## src/rtl/rld_pkg.sv

```systemverilog
// Shared constants and control/status types of the run-length control byte decoder.
package rld_pkg;

  localparam int unsigned BYTE_W  = 8;
  localparam int unsigned COUNT_W = 7;
  localparam int unsigned TOTAL_W = 17;

  // A repeat run emits at most this many bytes.
  localparam logic [COUNT_W-1:0] RESULT_LIMIT = COUNT_W'(64);
  localparam logic [TOTAL_W-1:0] TOTAL_MAX    = {TOTAL_W{1'b1}};
  localparam logic [TOTAL_W-1:0] TOTAL_CELLS_RESET = TOTAL_W'(4096);

  // Bit of a control byte that selects a repeat run.
  localparam int unsigned REPEAT_BIT = 7;

  typedef struct packed {
    logic load_count;    // latch the count of a control byte
    logic load_value;    // latch a repeat value and clip the count
    logic push_literal;  // send the input byte to the output register
    logic push_repeat;   // send the held repeat value to the output register
  } rld_cmd_t;

  typedef struct packed {
    logic slot_free;        // output register can take a byte this cycle
    logic byte_repeat;      // input byte has the repeat flag set
    logic byte_count_zero;  // input byte carries a zero count
    logic rem_zero;         // remaining count is zero
    logic rem_is_one;       // remaining count is one
  } rld_sts_t;

endpackage

```

## src/rtl/rld_in_if.sv

```systemverilog
// Input byte channel of the run-length decoder.
interface rld_in_if import rld_pkg::*; ();
  logic              valid;
  logic              ready;
  logic [BYTE_W-1:0] in_byte;

  modport source (output valid, output in_byte, input ready);
  modport sink (input valid, input in_byte, output ready);
endinterface

```

## src/rtl/rld_out_if.sv

```systemverilog
// Decoded byte channel of the run-length decoder.
interface rld_out_if import rld_pkg::*; ();
  logic              valid;
  logic              ready;
  logic [BYTE_W-1:0] out_byte;
  logic              last;
  logic              image_done;

  modport source (output valid, output out_byte, output last, output image_done, input ready);
  modport sink (input valid, input out_byte, input last, input image_done, output ready);
endinterface

```

## src/rtl/rld_cfg_if.sv

```systemverilog
// Configuration write channel of the run-length decoder.
interface rld_cfg_if import rld_pkg::*; ();
  logic               valid;
  logic               ready;
  logic [TOTAL_W-1:0] total_cells;

  modport source (output valid, output total_cells, input ready);
  modport sink (input valid, input total_cells, output ready);
endinterface

```

## src/rtl/rld_ctrl.sv

```systemverilog
// Phase state machine of the run-length decoder.
module rld_ctrl import rld_pkg::*; (
  input  logic     clk_i,
  input  logic     rst_ni,
  input  logic     in_valid_i,
  output logic     in_ready_o,
  input  rld_sts_t sts_i,
  output rld_cmd_t cmd_o
);

  localparam logic [1:0] ST_CONTROL = 2'd0;
  localparam logic [1:0] ST_REPEAT  = 2'd1;
  localparam logic [1:0] ST_LITERAL = 2'd2;
  localparam logic [1:0] ST_EMIT    = 2'd3;

  logic [1:0] state_q, state_d;
  logic       accept;

  assign in_ready_o = sts_i.slot_free && (state_q != ST_EMIT);
  assign accept     = in_valid_i && in_ready_o;

  always_comb begin
    state_d = state_q;
    cmd_o   = '0;
    case (state_q)
      ST_CONTROL: begin
        if (accept) begin
          cmd_o.load_count = 1'b1;
          if (sts_i.byte_repeat) begin
            state_d = ST_REPEAT;
          end else if (!sts_i.byte_count_zero) begin
            state_d = ST_LITERAL;
          end
        end
      end
      ST_REPEAT: begin
        if (accept) begin
          if (sts_i.rem_zero) begin
            state_d = ST_CONTROL;
          end else begin
            cmd_o.load_value = 1'b1;
            state_d = ST_EMIT;
          end
        end
      end
      ST_LITERAL: begin
        if (accept) begin
          cmd_o.push_literal = 1'b1;
          if (sts_i.rem_is_one) begin
            state_d = ST_CONTROL;
          end
        end
      end
      ST_EMIT: begin
        if (sts_i.slot_free) begin
          cmd_o.push_repeat = 1'b1;
          if (sts_i.rem_is_one) begin
            state_d = ST_CONTROL;
          end
        end
      end
      default: begin
        state_d = ST_CONTROL;
      end
    endcase
  end

  always_ff @(posedge clk_i or negedge rst_ni) begin
    if (!rst_ni) begin
      state_q <= ST_CONTROL;
    end else begin
      state_q <= state_d;
    end
  end

  // A stalled emit run stays put until the output register frees up.
  a_emit_holds: assert property (@(posedge clk_i) disable iff (!rst_ni)
    (state_q == ST_EMIT) && !sts_i.slot_free |=> (state_q == ST_EMIT))
    else $error("emit run left while output was stalled");

  // A repeat value with a nonzero count always starts an emit run.
  a_repeat_to_emit: assert property (@(posedge clk_i) disable iff (!rst_ni)
    (state_q == ST_REPEAT) && accept && !sts_i.rem_zero |=> (state_q == ST_EMIT))
    else $error("repeat value did not start an emit run");

endmodule

```

## src/rtl/rld_dp.sv

```systemverilog
// Datapath of the run-length decoder: counters, running total and output register.
module rld_dp import rld_pkg::*; (
  input  logic               clk_i,
  input  logic               rst_ni,
  input  rld_cmd_t           cmd_i,
  output rld_sts_t           sts_o,
  input  logic [BYTE_W-1:0]  in_byte_i,
  input  logic               cfg_valid_i,
  input  logic [TOTAL_W-1:0] cfg_data_i,
  input  logic               out_ready_i,
  output logic               out_valid_o,
  output logic [BYTE_W-1:0]  out_byte_o,
  output logic               out_last_o,
  output logic               out_done_o
);

  logic [COUNT_W-1:0] rem_q, rem_d;
  logic [BYTE_W-1:0]  value_q;
  logic [TOTAL_W-1:0] total_q, total_d, total_inc;
  logic [TOTAL_W-1:0] cells_q;
  logic               out_valid_q;
  logic [BYTE_W-1:0]  out_byte_q;
  logic               out_last_q;
  logic               out_done_q;
  logic               push;
  logic               done;

  assign push = cmd_i.push_literal || cmd_i.push_repeat;

  assign sts_o.slot_free       = !out_valid_q || out_ready_i;
  assign sts_o.byte_repeat     = in_byte_i[REPEAT_BIT];
  assign sts_o.byte_count_zero = (in_byte_i[COUNT_W-1:0] == '0);
  assign sts_o.rem_zero        = (rem_q == '0);
  assign sts_o.rem_is_one      = (rem_q == COUNT_W'(1));

  // The total saturates; the image check runs on the final byte of a run.
  assign total_inc = (total_q == TOTAL_MAX) ? TOTAL_MAX : total_q + TOTAL_W'(1);
  assign done      = push && sts_o.rem_is_one && (total_inc >= cells_q);

  always_comb begin
    rem_d   = rem_q;
    total_d = total_q;
    if (cmd_i.load_count) begin
      rem_d = in_byte_i[COUNT_W-1:0];
    end else if (cmd_i.load_value) begin
      rem_d = (rem_q > RESULT_LIMIT) ? RESULT_LIMIT : rem_q;
    end else if (push) begin
      rem_d = rem_q - COUNT_W'(1);
    end
    if (push) begin
      total_d = done ? '0 : total_inc;
    end
  end

  always_ff @(posedge clk_i or negedge rst_ni) begin
    if (!rst_ni) begin
      rem_q       <= '0;
      total_q     <= '0;
      cells_q     <= TOTAL_CELLS_RESET;
      out_valid_q <= 1'b0;
    end else begin
      rem_q   <= rem_d;
      total_q <= total_d;
      if (cfg_valid_i) begin
        cells_q <= cfg_data_i;
      end
      if (push) begin
        out_valid_q <= 1'b1;
      end else if (out_ready_i) begin
        out_valid_q <= 1'b0;
      end
    end
  end

  always_ff @(posedge clk_i) begin
    if (cmd_i.load_value) begin
      value_q <= in_byte_i;
    end
    if (push) begin
      out_byte_q <= cmd_i.push_literal ? in_byte_i : value_q;
      out_last_q <= cmd_i.push_literal || sts_o.rem_is_one;
      out_done_q <= done;
    end
  end

  assign out_valid_o = out_valid_q;
  assign out_byte_o  = out_byte_q;
  assign out_last_o  = out_last_q;
  assign out_done_o  = out_done_q;

  a_no_push_overrun: assert property (@(posedge clk_i) disable iff (!rst_ni)
    push |-> !out_valid_q || out_ready_i)
    else $error("byte pushed into an occupied output register");

  a_repeat_has_count: assert property (@(posedge clk_i) disable iff (!rst_ni)
    cmd_i.push_repeat |-> (rem_q != '0) && (rem_q <= RESULT_LIMIT))
    else $error("repeat byte emitted with an invalid count");

  a_done_clears_total: assert property (@(posedge clk_i) disable iff (!rst_ni)
    done |=> (total_q == '0) && out_valid_q && out_done_q && out_last_q)
    else $error("image end did not clear the total or mark the last byte");

endmodule

```

## src/rtl/rle_control_byte_decoder.sv

```systemverilog
// Run-length control byte decoder, top level.
//
// This block expands a run-length coded byte stream. A control byte carries
// a 7-bit count in its low bits and produces no output. With bit 7 set, the
// next byte is a repeat value that is sent out min(count, 64) times; with
// bit 7 clear, the next count bytes are literals that are each sent out
// once. A zero count with bit 7 clear makes the next byte a control byte
// again; a zero count with bit 7 set swallows the following value byte.
// Every decoded byte carries last on the final byte caused by its input
// transfer, and image_done on the final byte of a run that brings the running
// total to or past total_cells, after which the total restarts at zero. The
// total saturates at 17 bits. total_cells resets to 4096 and is written
// through the configuration channel, which is always ready; write it only
// while the decoder is idle. Timing: control bytes and literal bytes stream
// at one transfer per cycle when the output side keeps up. A repeat value
// with count N is accepted and then occupies the decoder while its min(N, 64)
// bytes are sent through a single output register, one byte per cycle while
// the receiver keeps up; the input is held off during that emission. The
// output register holds one decoded byte, and while that byte waits to be
// taken the input is held off as well, control bytes included, so a stalled
// receiver stalls the sender in the same cycle.
module rle_control_byte_decoder import rld_pkg::*; (
  input  logic      clk_i,
  input  logic      rst_ni,
  rld_in_if.sink    in_i,
  rld_out_if.source out_o,
  rld_cfg_if.sink   cfg_i
);

  rld_cmd_t cmd;
  rld_sts_t sts;

  // The configuration register takes a write in any cycle.
  assign cfg_i.ready = 1'b1;

  // Phase sequencing: control byte, repeat value, literals, repeat emission.
  rld_ctrl u_ctrl (
    .clk_i      (clk_i),
    .rst_ni     (rst_ni),
    .in_valid_i (in_i.valid),
    .in_ready_o (in_i.ready),
    .sts_i      (sts),
    .cmd_o      (cmd)
  );

  // Counters, running total, image check and the output register.
  rld_dp u_dp (
    .clk_i       (clk_i),
    .rst_ni      (rst_ni),
    .cmd_i       (cmd),
    .sts_o       (sts),
    .in_byte_i   (in_i.in_byte),
    .cfg_valid_i (cfg_i.valid),
    .cfg_data_i  (cfg_i.total_cells),
    .out_ready_i (out_o.ready),
    .out_valid_o (out_o.valid),
    .out_byte_o  (out_o.out_byte),
    .out_last_o  (out_o.last),
    .out_done_o  (out_o.image_done)
  );

endmodule
```

## src/flat_wrapper.sv

```systemverilog
// flat-port wrapper written by rule: the top's interface ports become plain ports
module rle_control_byte_decoder_flat import rld_pkg::*;
  (clk_i, rst_ni, in_i_valid, in_i_in_byte, in_i_ready, out_o_valid, out_o_out_byte, out_o_last, out_o_image_done, out_o_ready, cfg_i_valid, cfg_i_total_cells, cfg_i_ready);
  rld_in_if in_i_i ();
  rld_out_if out_o_i ();
  rld_cfg_if cfg_i_i ();
  input  logic clk_i;
  input  logic rst_ni;
  input wire logic [$bits(in_i_i.valid)-1:0] in_i_valid;
  input wire logic [$bits(in_i_i.in_byte)-1:0] in_i_in_byte;
  output wire logic [$bits(in_i_i.ready)-1:0] in_i_ready;
  output wire logic [$bits(out_o_i.valid)-1:0] out_o_valid;
  output wire logic [$bits(out_o_i.out_byte)-1:0] out_o_out_byte;
  output wire logic [$bits(out_o_i.last)-1:0] out_o_last;
  output wire logic [$bits(out_o_i.image_done)-1:0] out_o_image_done;
  input wire logic [$bits(out_o_i.ready)-1:0] out_o_ready;
  input wire logic [$bits(cfg_i_i.valid)-1:0] cfg_i_valid;
  input wire logic [$bits(cfg_i_i.total_cells)-1:0] cfg_i_total_cells;
  output wire logic [$bits(cfg_i_i.ready)-1:0] cfg_i_ready;
  assign in_i_i.valid = in_i_valid;
  assign in_i_i.in_byte = in_i_in_byte;
  assign in_i_ready = in_i_i.ready;
  assign out_o_valid = out_o_i.valid;
  assign out_o_out_byte = out_o_i.out_byte;
  assign out_o_last = out_o_i.last;
  assign out_o_image_done = out_o_i.image_done;
  assign out_o_i.ready = out_o_ready;
  assign cfg_i_i.valid = cfg_i_valid;
  assign cfg_i_i.total_cells = cfg_i_total_cells;
  assign cfg_i_ready = cfg_i_i.ready;
  rle_control_byte_decoder u_core (.clk_i(clk_i), .rst_ni(rst_ni), .in_i(in_i_i), .out_o(out_o_i), .cfg_i(cfg_i_i));
endmodule
```

## config.mk

```make
export PLATFORM = sky130hd
export DESIGN_NAME = rle_control_byte_decoder_flat
export DESIGN_NICKNAME = d
export VERILOG_FILES = /design/src/rtl/rld_pkg.sv /design/src/rtl/rld_in_if.sv /design/src/rtl/rld_out_if.sv /design/src/rtl/rld_cfg_if.sv /design/src/rtl/rld_ctrl.sv /design/src/rtl/rld_dp.sv /design/src/rtl/rle_control_byte_decoder.sv /design/src/flat_wrapper.sv
export SDC_FILE = /design/constraint.sdc
export NUM_CORES = 1
export LEC_CHECK = 0
export ABC_AREA = 0
export BUFFER_PORTS_ARGS = -buffer_cell sky130_fd_sc_hd__clkbuf_2
export CORE_AREA = 3 3 67 101
export CTS_BUF_LIST = sky130_fd_sc_hd__clkbuf_8
export CTS_CLUSTER_DIAMETER = 100
export CTS_CLUSTER_SIZE = 24
export DETAILED_ROUTE_END_ITERATION = 7
export DIE_AREA = 0 0 70 104
export GPL_TIMING_DRIVEN = 0
export PLACE_DENSITY_LB_ADDON = 0.25
export SLEW_MARGIN = 20
export SYNTH_ARGS = -nofsm -noshare
export SYNTH_HDL_FRONTEND = slang
export SYNTH_SLANG_ARGS = --single-unit
```

## constraint.sdc

```tcl
create_clock -name clk_i -period 8.81 [get_ports clk_i]
set_input_delay 1.3215 -clock clk_i [delete_from_list [all_inputs] [get_ports clk_i]]
set_output_delay 1.3215 -clock clk_i [all_outputs]
set_load 0.01 [all_outputs]
```

# --- Word-level counts from Yosys, hierarchy flattened ---
# Index checks and enable logic that the tools add are counted.
totals:
  elab_cells: 66
  rom_bits: 0
  regBits: 62
  n_memories: 0
  input_bits: 30
  latch_bits: 0
  mem_bits_rw: 0
  output_inout_bits: 13
classes:
  reduce_logical: 15
  n_eq_ne: 12
  order_cmp: 2
  div_mod_pow: 0
  n_mul: 0
  add_sub_neg: 2
  muxes: 26
  n_bitwise: 0
  shift: 0
op_table:
  columns: ["cell", "count"]
  rows:
  - ["2-to-1 mux 17 bit", 2]
  - ["2-to-1 mux 7 bit", 4]
  - ["adder 17 x 1 -> 17 bit (second input constant)", 1]
  - ["equality test 17 bit (second input constant)", 1]
  - [">= comparator 17 bit", 1]
  - ["2-to-1 mux 2 bit", 8]
  - ["logical NOT 7 bit", 2]
  - ["2-to-1 mux 1 bit", 10]
  - ["inequality test 2 bit (second input constant)", 5]
  - ["2-to-1 mux 8 bit", 1]
  - ["one-hot mux 2 bit (4 select lines)", 1]
  - ["equality test 7 x 1 -> 1 bit (second input constant)", 1]
  - ["greater-than comparator 7 bit (second input constant)", 1]
  - ["subtractor 7 x 1 -> 7 bit (second input constant)", 1]
  - ["AND reduction 5 bit", 1]
  - ["equality test 2 bit (second input constant)", 2]
  - ["logical AND 1 bit", 4]
  - ["logical OR 1 bit", 3]
  - ["inequality test 3 x 2 -> 1 bit (second input constant)", 1]
  - ["inequality test 3 bit (second input constant)", 1]
  - ["nonzero test 3 bit", 1]
  - ["equality test 2 x 1 -> 1 bit (second input constant)", 1]
  - ["logical NOT 2 bit", 1]
  - ["AND reduction 2 bit", 1]
  - ["2 further kinds", 2]

# --- Longest topological paths before layout ---
# Gate-level depths: netlist of run 1.
depth:
  ltp_word: 10
  mapped_depth: 13

# --- By module ---
# A second synthesis of run 1 with hierarchy kept.
unflattened:
  cells_unflattened: 360
  hier_area_um2: 3598.5
by_module_without_submodules:
  columns: ["mod", "seq_area_each_um2", "area_per_inst_um2", "instances", "cells_per_inst"]
  rows:
  - ["rld_dp", 1592.8, 3423.3, 1, 339]
  - ["rld_ctrl", 50.0, 163.9, 1, 19]
  - ["rle_control_byte_decoder", 0.0, 11.3, 1, 2]

# --- Worst setup path before layout of run 1 ---
# OpenSTA, ideal clock, no wires.
synth_path:
  path_kind: "flip-flop to flip-flop"
  start: "register u_core.u_dp.total_q[0]"
  end: "register u_core.u_dp.total_q[12]"
  setup_slack_ns: 5.646
  path_stages_with_launch: 14
  arrival_ns: 3.065
  period_less_slack_ns: 3.164
  path_buffers: 2
  path_cell_list: "dfrtp_1 -> ha_1 -> nand3_2 -> nor4_4 -> nand2_1 -> clkbuf_1 -> nand2_1 -> ha_1 -> a211oi_1 -> nor2_1 -> a2111oi_2 -> o211ai_2 -> buf_2 -> a311oi_1"
synth_via:
  elab_chain_cells: 5
  elab_cells_between_ends: 6
  cone_classes: "add/sub: 1; order compare: 1; eq/ne: 1; mux: 2; reduce/logical: 1"
synth_rtl:
  columns: ["element", "line_no", "rtl"]
  rows:
  - ["start, declared", "rld_dp.sv:19", "logic [TOTAL_W-1:0] total_q, total_d, total_inc;"]
  - ["start signal, assigned", "rld_dp.sv:63", "total_q <= total_d;"]
  - ["adder 17 x 1 -> 17 bit or equality test 17 bit (tied branches)", "rld_dp.sv:37", "assign total_inc = (total_q == TOTAL_MAX) ? TOTAL_MAX : total_q + TOTAL_W'(1);"]
  - ["2-to-1 mux 17 bit *", "rld_dp.sv:37", null]
  - [">= comparator 17 bit *", "rld_dp.sv:38", "assign done = push && sts_o.rem_is_one && (total_inc >= cells_q);"]
  - ["logical AND 1 bit *", "rld_dp.sv:38", null]
  - ["via u_core.u_dp.done", "rld_dp.sv:26", "logic done;"]
  - ["2-to-1 mux 17 bit *", "rld_dp.sv:51", "total_d = done ? '0 : total_inc;"]
# Mark *: on every way through the listed nets, which the timed path passes. The rest lies on a longest branch.
# A chain may end at the register's enable or synchronous reset.

# --- Final worst setup path of run 1 ---
layout_path:
  start: "register u_core.u_dp.total_q[0]"
  end: "register u_core.u_dp.total_q[13]"
# Same word-level chain as after synthesis.

==> run summary, run 1 <==
status - completed
Gate Count Post-Synth - 358
Area Overhead vs Synth - 14.5%
Die W - 70 um
HP Class - flop to flop
adder-cell share of the synthesized area - 7.49%
CTS HTree Levels - 3
Post-Synthesis Cell Area - 3510 sq um
HPWL Detailed - 5730 um
Setup Fix Bufs, Post-CTS - 0
initial core utilization - 58.1%
clk slew on worst S/H paths - 0.08 ns
PwrDens - 262 nW/um^2
Period minus WS final - 3.96 ns
TritonCTS clock tree - built
Slew HR - 28.7%
vias in the first global route - 2883
Remaining Overflow, GRT - 0
final RePlAce weighted congestion - 0.829
Final Hold Fails - 0
Synth cell types - 51
Clock Skew - 0.0157 ns
# resized after CTS - 0
ys async rst share - 71.0%
Multi-input gate area - 1680 sq um
CTS buffer count - 9
critical path class - flop to flop
first-pass GRT wire length - 13500 um
commonest non-fill, non-tap cells in the layout - nand2_1 (43), dfrtp_1 (43), clkbuf_2 (40), inv_1 (31), o21ai_0 (30)
placement row count - 35
leakage - 1.83 nW
CP startpoint kind - flop
core area - 6040 sq um
first-pass iteration count of the detailed router - 5
post-synthesis register bit count - 62
worst-path fanout max - 10
Tcrit/Tclk final - 45.0%
Worst-Margin Slew - 1.07 ns
clk buf depth - 2
RSZ-0062 raised after global routing - no
Final ANT Viol Nets - 0
syn avg cell area - 9.80 sq um
Final Util - 66.5%
IO Pins - 43
port bufs - 41
Die H - 104 um
Post-Synth Simple-Gate Area - 17.1%
share of cells above drive strength 1 - 21.4%
mux cell area share after synthesis - 2.57%
clock latency on the worst-skew pair - 0.35 ns
net count after synthesis - 409
Post-synth top flop - dfrtp_1
WL final - 7870 um
routed length per instance - 16.1 um
Fin Setup TNS - 0 ns
fill cell count - 500
nature of the critical path endpoint - flop
DP Worst Slack - 4.89 ns
CTS Hold Buffers Added - 0
fin worst setup slack - 4.85 ns
Via Count - 2917
1st-iter DRT viols - 160
final-stage net count - 461
Tot Pwr - 1.05 mW
largest net degree at the start of global routing - 45
Placed Area - 3820 sq um
Peak Freq - 253 MHz
CP required - 9.04 ns
Setup-failing EPs final - 0
Vias/cell - 5.97
arrival time at the worst endpoint - 4.19 ns
largest family of logic cells by synthesized area - compound AO/OA/AOI/OAI gates
fin. max-slew vios - 0
die area - 7280 sq um
Reg area - 1640 sq um
number of synthesized flops with an enable pin - 18
drc violations - 0
Antenna Cells - 0
register area share after synthesis - 46.8%
Worst VDD drop - 177 uV
Root Driver - clkbuf_8
post-layout instance area - 4020 sq um
YS warnings - 0
xor and xnor area share after synthesis - 2.99%
Sink Count - 62
initial antenna violation count - 0
max cap viols - 0
All-Layer GR Usage - 23.0%
Compound-Gate Fraction of Synth Area - 17.1%
-- synth_stat cells, drive strengths merged, types with 2 or more instances --
cell type	number	share of area (%)
nor2b	2	0.36
a311oi	10	2.5
inv	31	3.3
ha	21	7.5
a32oi	4	1.0
nand4	9	2.0
a211oi	5	1.2
nand2b	3	0.53
mux2	8	2.6
nor3b	2	0.43
a221oi	3	0.75
a21oi	26	3.7
nor3	8	1.3
o21ai	30	4.3
nor2	17	1.8
dfrtp	43	31
o22ai	3	0.53
edfxtp	18	15
nor4	8	2.3
and2	2	0.39
and3	7	1.3
nand2	43	4.6
a31oi	3	0.53
clkbuf	9	0.96
xnor2	12	3.0
nand3	7	1.1
buf	9	1.5
and4	2	0.50
-- through the flow --
| stage | cells | hold slack [ns] |
|---|---|---|
| finish | 489 | 0.528 |
| global route | 489 | 0.554 |
| CTS | 489 | 0.532 |
| detailed placement | 473 | 0.519 |
| global placement | 473 | 0.500 |
| floorplan | 358 | 0.480 |
-- flip-flops by register name, summed over array words and instances, names as in the netlist --
signal	cells
u_core.u_ctrl.state_q	2
u_core.u_dp.cells_q	17
u_core.u_dp.out_byte_o	8
u_core.u_dp.out_done_o	1
u_core.u_dp.out_last_o	1
u_core.u_dp.out_valid_o	1
u_core.u_dp.rem_q	7
u_core.u_dp.total_q	17
u_core.u_dp.value_q	8
-- worst paths after layout --
path,from,depth (start not counted),endpoint,slack (ns)
setup / recovery,u_core.u_dp.total_q[0]$_DFFE_PN0P_,13,u_core.u_dp.total_q[13]$_DFFE_PN0P_,4.85
hold / removal,u_core.u_dp.cells_q[12]$_DFFE_PN1P_,2,u_core.u_dp.cells_q[12]$_DFFE_PN1P_,0.53
setup reg to reg,u_core.u_dp.total_q[0]$_DFFE_PN0P_,13,u_core.u_dp.total_q[13]$_DFFE_PN0P_,4.85
hold reg to reg,u_core.u_dp.cells_q[12]$_DFFE_PN1P_,2,u_core.u_dp.cells_q[12]$_DFFE_PN1P_,0.53
max in group asynchronous,rst_ni,1,u_core.u_dp.out_valid_o$_DFFE_PN0P_,7.45
min in group asynchronous,rst_ni,1,u_core.u_dp.cells_q[3]$_DFFE_PN0P_,0.96
-- logic make-up (layout without fill, tap and decap cells) --
logic type | Yosys count | in the layout
and+or+nand+nor | 112 | 112
buffers and inverters | 49 | 106
xor gates and xnor gates | 12 | 12
DFF | 62 | 62
AOI/OAI and AO/OA | 93 | 93
adders and majority gates | 21 | 21
muxes | 8 | 8
other | 1 | 1
-- layer usage --
metal	vias up	GRT usage, %	share of wire, %
met2	101	41.1	52
met3	31	4.93	5.1
li1	1405	-	-
met4	0	9.59	3.4
met1	1380	26.2	39
met5	-	0	0
-- report_power, final --
group          internal (mW)  switching, mW
clock network          0.131          0.124
registers              0.368         0.0368
logic                  0.145          0.247
-- critical path: stages, from the launching register on --
cell       delay, ns
dfrtp_1         0.47
ha_1            0.30
nand3_2         0.21
nor4_4          0.46
nand2_1         0.25
clkbuf_1        0.28
nand2_1         0.12
ha_1            0.24
a21oi_1         0.12
o21ai_0         0.14
a2111oi_2       0.44
o211ai_2        0.28
buf_2           0.28
a311oi_1        0.29
-- area by class of cell --
cell class	count	share of cell area, %
Clock buffer	9	3.08
Clock inverter	7	1.84
Sequential cell	62	40.9
Timing Repair Buffer	41	5.17
Multi-Input combinational cell	247	41.7
Buffer	18	2.15
Tap cell	74	2.30
Inverter	31	2.90
No activity file was read; power rests on OpenSTA's default activity.
==> run 2, diff against run 1 <==
- clock period: 8.81 -> 3.7 ns (I/O delays scaled with it)
==> run 2 against run 1 <==
Sequential cell count did not move. Combinational power is 140% higher. Via count grew 0.17%. Total power is 140% higher. Clock skew about the same. Highest routed layer unchanged. Sequential power rose by 140%. Critical path type unchanged. Hold slack got worse by 0.33 ns. Largest cell class unchanged. Routed wire length is 0.58% higher. Clock-buffer cell count unchanged. Largest power group unchanged. Die area unchanged. Clock power up 140%.
==> run summary, run 2 (synthesis results as in run 1) <==
Clock power frac - 24.2% (about the same)
Root Driver - clkbuf_8
Vias/cell - 5.96 (about the same)
first-pass GRT wire length - 13600 um (+0.26%)
initial core utilization - 58.1% (unchanged)
max cap viols - 0 (unchanged)
Tot Pwr - 2.50 mW (+140%)
port bufs - 41 (unchanged)
Max stage delay on crit path - 0.46 ns (about the same)
Via Count - 2922 (+0.17%)
post-layout instance area - 4040 sq um (+0.53%)
most common cell after layout, fill and taps aside - dfrtp_1
die area - 7280 sq um (unchanged)
initial antenna violation count - 0 (unchanged)
delay-heaviest family, CP - compound AO/OA/AOI/OAI gates
TritonCTS clock tree - built
PwrDens - 619 nW/um^2 (+140%)
largest net degree at the start of global routing - 45 (unchanged)
Multi-input gate area - 1680 sq um (+0.30%)
slowest stage cell on the critical path - dfrtp_1
Clock Skew - 0.0153 ns (-0.000335 ns)
Area Overhead vs Synth - 15.1%
leakage - 1.85 nW (+0.88%)
Die W - 70 um (unchanged)
Final Hold Fails - 0 (unchanged)
placed cells - 473 (unchanged)
first-pass iteration count of the detailed router - 5 (unchanged)
commonest non-fill, non-tap cells in the layout - dfrtp_1 (43), nand2_1 (42), clkbuf_2 (41), inv_1 (31), o21ai_0 (30)
Final Non-Filler Cells - 490 (+0.20%)
RSZ-0062 raised after global routing - no
Critical path buffers and inverters - 2 (unchanged)
status - completed
clock latency on the worst-skew pair - 0.35 ns (about the same)
critical path class - flop to flop
drc violations - 0 (unchanged)
CTS Hold Buffers Added - 0 (unchanged)
Peak Freq - 301 MHz (+19%)
Tcrit/Tclk final - 89.7% (+45 points)
Sink Count - 62 (unchanged)
Worst VDD drop - 421 uV (+140%)
Die H - 104 um (unchanged)
fin. max-slew vios - 0 (unchanged)
Worst-Margin Slew - 1.04 ns (-0.0292 ns)
internal power - 1.54 mW (+140%)
Reg power frac - 38.6% (about the same)
P_sw - 0.965 mW (+140%)
Final Util - 66.9% (+0.35 points)
worst-path fanout max - 10 (unchanged)
Setup-failing EPs final - 0 (unchanged)
core area - 6040 sq um (unchanged)
routed length per instance - 16.2 um (+0.38%)
nature of the critical path endpoint - flop
Period minus WS final - 3.32 ns (-0.643 ns)
clk buf depth - 2 (unchanged)
placement row count - 35 (unchanged)
arrival time at the worst endpoint - 3.56 ns (-0.63 ns)
fill cell count - 494 (-1.2%)
Regs by FF count - u_core.u_dp.cells_q: 17 flops, u_core.u_dp.total_q: 17 flops
Slew HR - 30.6% (+1.9 points)
share of cells above drive strength 1 - 22.8% (+1.4 points)
vias in the first global route - 2884 (+0.035%)
WL final - 7920 um (+0.58%)
1st-iter DRT viols - 185 (+16%)
CTS buffer count - 9 (unchanged)
IO Pins - 43 (unchanged)
final-stage net count - 462 (+0.22%)
Net Sw Frac - 38.5% (-0.14 points)
CP startpoint kind - flop
Placed Area - 3820 sq um (unchanged)
Final ANT Viol Nets - 0 (unchanged)
HP Class - input port to async pin
final RePlAce weighted congestion - 0.829 (unchanged)
Reg area - 1640 sq um (unchanged)
CTS HTree Levels - 3 (unchanged)
CP required - 3.94 ns (-5.10 ns)
All-Layer GR Usage - 23.1% (+0.081 points)
Antenna Cells - 0 (unchanged)
Critical Path, Cell by Cell - ha_2 -> nand3_2 -> nor4_4 -> nand2_2 -> clkbuf_2 -> nand2_1 -> ha_1 -> a21oi_1 -> o21ai_0 -> a2111oi_2 -> o211ai_2 -> buf_2 -> a311oi_1
Logic pwr share - 37.3% (about the same)
Remaining Overflow, GRT - 0 (unchanged)
clk slew on worst S/H paths - 0.07 ns (about the same)
HPWL Detailed - 5730 um (unchanged)
==> run 2: what timing repair did <==
item,CTS,global route
buffers inserted,1,2
setup endpoints to repair,11,10
pin swaps,1,1
resized for setup,1,3
==> run 2: layer usage <==
metal  vias up  GRT usage [%]  share of wire, %
met5         -              0                 0
met4         0           8.90               3.0
met3        26           4.93               5.7
met2       112           41.5                53
met1      1380           26.3                39
li1       1404              -                 -
==> run 2: per-stage QoR <==
stage          hold WS (ns)  setup TNS, ns  setup WS [ns]
3_5_place_dp          0.519          -1.04         -0.221
3_3_place_gp          0.500         -0.705         -0.119
2_1_floorplan         0.259              0          0.536
6_report              0.199              0          0.382
5_1_grt               0.240              0         0.0743
4_1_cts               0.411              0          0.101
==> run 2: final timing paths <==
kind | from | endpoint | slack (ns) | cells past startpoint
max in group asynchronous | rst_ni | u_core.u_dp.out_valid_o$_DFFE_PN0P_ | 3.10 | 1
min reg2reg | u_core.u_dp.cells_q[12]$_DFFE_PN1P_ | u_core.u_dp.cells_q[12]$_DFFE_PN1P_ | 0.53 | 2
max | u_core.u_dp.total_q[0]$_DFFE_PN0P_ | u_core.u_dp.total_q[13]$_DFFE_PN0P_ | 0.38 | 13
min in group clk_i | cfg_i_total_cells[13] | u_core.u_dp.cells_q[13]$_DFFE_PN0P_ | 0.41 | 3
max reg2reg | u_core.u_dp.total_q[0]$_DFFE_PN0P_ | u_core.u_dp.total_q[13]$_DFFE_PN0P_ | 0.38 | 13
min | rst_ni | u_core.u_dp.cells_q[3]$_DFFE_PN0P_ | 0.20 | 1
==> run 2: cell type report <==
class                   count  area share (%)
well taps                  74            2.29
inverters                  31            2.88
clock buffers               9            3.07
plain buffers              16            1.98
clock inverters             7            1.83
repair buffers             44            5.70
multi-input cells         247            41.6
flip-flops and latches     62            40.7
==> run 2: power by group through the flow <==
stage / clock network [mW] / logic [mW] / registers (mW)
floorplan: 0 / 0.635 / 0.985
global placement: 0 / 0.888 / 0.973
detailed placement: 0 / 0.922 / 0.978
CTS: 0.608 / 0.936 / 0.965
global route: 0.644 / 1.06 / 0.987
finish: 0.604 / 0.933 / 0.965
==> run 3, diff against run 2 <==
- BUFFER_PORTS_ARGS: -buffer_cell sky130_fd_sc_hd__clkbuf_2 -> default
- CAP_MARGIN: default -> 10
- DONT_BUFFER_PORTS: default -> 1
- REMOVE_ABC_BUFFERS: default -> 1
==> run 3 against run 2 <==
First-iteration DRC count is 45% lower. Global-route usage shrank 2.0 points. Clock-buffer cell count unchanged. Register-to-register slack got worse by 0.03 ns. Die area is the same. Via count down 9.8%. Largest power group unchanged. Utilization is 4.8 points lower.
==> run summary, run 3 (synthesis results as in run 1) <==
Final Hold Fails - 0 (unchanged)
Remaining Overflow, GRT - 0 (unchanged)
Via Count - 2635 (-9.8%)
CTS HTree Levels - 3 (unchanged)
Peak Freq - 299 MHz (-0.94%)
Net Sw Frac - 37.6% (-0.90 points)
Antenna Cells - 0 (unchanged)
Die H - 104 um (unchanged)
HPWL Detailed - 5040 um (-12%)
gr busiest metal - met2
met3 Usage GRT - 5.42% (+0.48 points)
Period minus WS final - 3.35 ns (+0.0313 ns)
initial core utilization - 58.1% (unchanged)
routed length per instance - 16.9 um (+4.4%)
final RePlAce weighted congestion - 0.898 (+8.3%)
WL final - 7270 um (-8.2%)
Clock Skew - 0.00842 ns (-0.00691 ns)
1st-iter DRT viols - 101 (-45%)
CP required - 3.93 ns (about the same)
fin. max-slew vios - 0 (unchanged)
final-stage net count - 403 (-13%)
arrival time at the worst endpoint - 3.58 ns (+0.02 ns)
internal power - 1.45 mW (-5.8%)
RSZ-0062 raised after global routing - no
port bufs - 0 (-100%)
TritonCTS clock tree - built
worst-path fanout max - 18 (+8)
clk slew on worst S/H paths - 0.07 ns (about the same)
Reg power frac - 45.2% (+6.6 points)
Tcrit/Tclk final - 90.5% (+0.85 points)
Tot Pwr - 2.32 mW (-7.2%)
drc violations - 0 (unchanged)
All-Layer GR Usage - 21.1% (-2.0 points)
max cap viols - 0 (unchanged)
Clock power frac - 24.1% (about the same)
core area - 6040 sq um (unchanged)
fill cell count - 519 (+5.1%)
first-pass iteration count of the detailed router - 4 (-1)
Regs by FF count - u_core.u_dp.cells_q: 17 flops, u_core.u_dp.total_q: 17 flops
critical path class - flop to flop
HP Class - input port to async pin
Final ANT Viol Nets - 0 (unchanged)
CP startpoint kind - flop
Sink Count - 62 (unchanged)
Area Overhead vs Synth - 6.88%
Setup-failing EPs final - 0 (unchanged)
placement row count - 35 (unchanged)
Vias/cell - 6.11 (+2.5%)
IO Pins - 43 (unchanged)
clock latency on the worst-skew pair - 0.33 ns (-0.02 ns)
largest net degree at the start of global routing - 44 (-2.2%)
leakage - 1.63 nW (-12%)
Setup Fix Bufs, Post-CTS - 0 (-1)
met1 usage - 25.8% (-0.51 points)
status - completed
die area - 7280 sq um (unchanged)
first-pass GRT wire length - 12400 um (-8.6%)
P_sw - 0.875 mW (-9.3%)
Die W - 70 um (unchanged)
Root Driver - clkbuf_8
PwrDens - 619 nW/um^2 (about the same)
share of cells above drive strength 1 - 11.2% (-12 points)
commonest non-fill, non-tap cells in the layout - dfrtp_1 (43), nand2_1 (42), inv_1 (32), o21ai_0 (30), a21oi_1 (26)
CTS buffer count - 9 (unchanged)
Worst-Margin Slew - 1.03 ns (-0.0154 ns)
Slew HR - 31.3% (+0.71 points)
nature of the critical path endpoint - flop
most common cell after layout, fill and taps aside - dfrtp_1
Logic pwr share - 30.7% (-6.6 points)
vias in the first global route - 2598 (-9.9%)
met2 GRT Util - 35.5% (-6.0 points)
clk buf depth - 2 (unchanged)
initial antenna violation count - 0 (unchanged)
Final Util - 62.1% (-4.8 points)
Worst VDD drop - 440 uV (+4.7%)
[run 3: cell count changes in the layout (fill, tap and decap cells not counted), sizes merged]
cell,change
buf,-11
clkinvlp,-1
clkbuf,-48
clkinv,+1
[run 3: timing repair]
item | CTS | global route
hold endpoints to repair | 43 | 0
setup endpoints to repair | 16 | 15
pin swaps | 0 | 1
resized for setup | 2 | 1
hold buffers | 1 | 0
[run 3: power groups by stage]
stage / registers (mW) / logic [mW] / clock network, mW
final: 1.05 / 0.713 / 0.559
after global routing: 1.07 / 0.823 / 0.607
after global placement: 1.06 / 0.678 / 0
after detailed placement: 1.06 / 0.690 / 0
after floorplan: 1.02 / 0.550 / 0
after CTS: 1.05 / 0.717 / 0.574
[run 3: stage by stage]
stage | cells | cell area, sq um | setup TNS [ns] | hold slack, ns | worst slack, ns
2_1_floorplan | 340 | 3420 | 0 | 0.259 | 0.577
3_3_place_gp | 414 | 3520 | -0.0306 | 0.260 | -0.0306
3_5_place_dp | 414 | 3530 | -0.302 | 0.260 | -0.0845
4_1_cts | 431 | 3750 | 0 | 0.0409 | 0.0950
5_1_grt | 431 | 3750 | 0 | 0.0372 | 0.0588
6_report | 431 | 3750 | 0 | 0.0542 | 0.351
[run 3: area by class of cell]
| type | count | area (sq um) | share of cell area [%] |
|---|---|---|---|
| inverters | 31 | 116 | 3.10 |
| flip-flops and latches | 62 | 1640 | 43.8 |
| clock inverters | 7 | 56.3 | 1.50 |
| well taps | 74 | 92.6 | 2.47 |
| multi-input cells | 247 | 1690 | 45.1 |
| clock buffers | 9 | 124 | 3.30 |
| repair buffers | 1 | 27.5 | 0.734 |
[run 3: final timing paths]
check	from	slack, ns	endpoint	cells past startpoint
max in group asynchronous	rst_ni	3.43	u_core.u_dp.total_q[2]$_DFFE_PN0P_	1
min in group clk_i	cfg_i_valid	0.29	u_core.u_dp.cells_q[12]$_DFFE_PN1P_	1
worst min register to register	u_core.u_dp.cells_q[12]$_DFFE_PN1P_	0.52	u_core.u_dp.cells_q[12]$_DFFE_PN1P_	2
worst min-delay path	rst_ni	0.05	u_core.u_dp.cells_q[12]$_DFFE_PN1P_	0
worst max register to register	u_core.u_dp.total_q[0]$_DFFE_PN0P_	0.35	u_core.u_dp.total_q[5]$_DFFE_PN0P_	11
worst max-delay path	u_core.u_dp.total_q[0]$_DFFE_PN0P_	0.35	u_core.u_dp.total_q[5]$_DFFE_PN0P_	11
[run 3: critical path: stages, from the launching register on]
cell	delay, ns
dfrtp_1	0.46
ha_1	0.30
nand3_2	0.20
nor4_4	0.35
nand2_4	0.19
nand2_1	0.10
ha_1	0.26
a21oi_1	0.14
o21ai_0	0.11
a2111oi_2	0.51
o211ai_4	0.28
nor4_1	0.33
[run 3: routing by layer]
metal  routed length, um  vias to the layer above
met4                 127                        0
met5                   0                        -
met1                2940                     1261
met2                3830                       77
met3                 377                       11
li1                    -                     1286
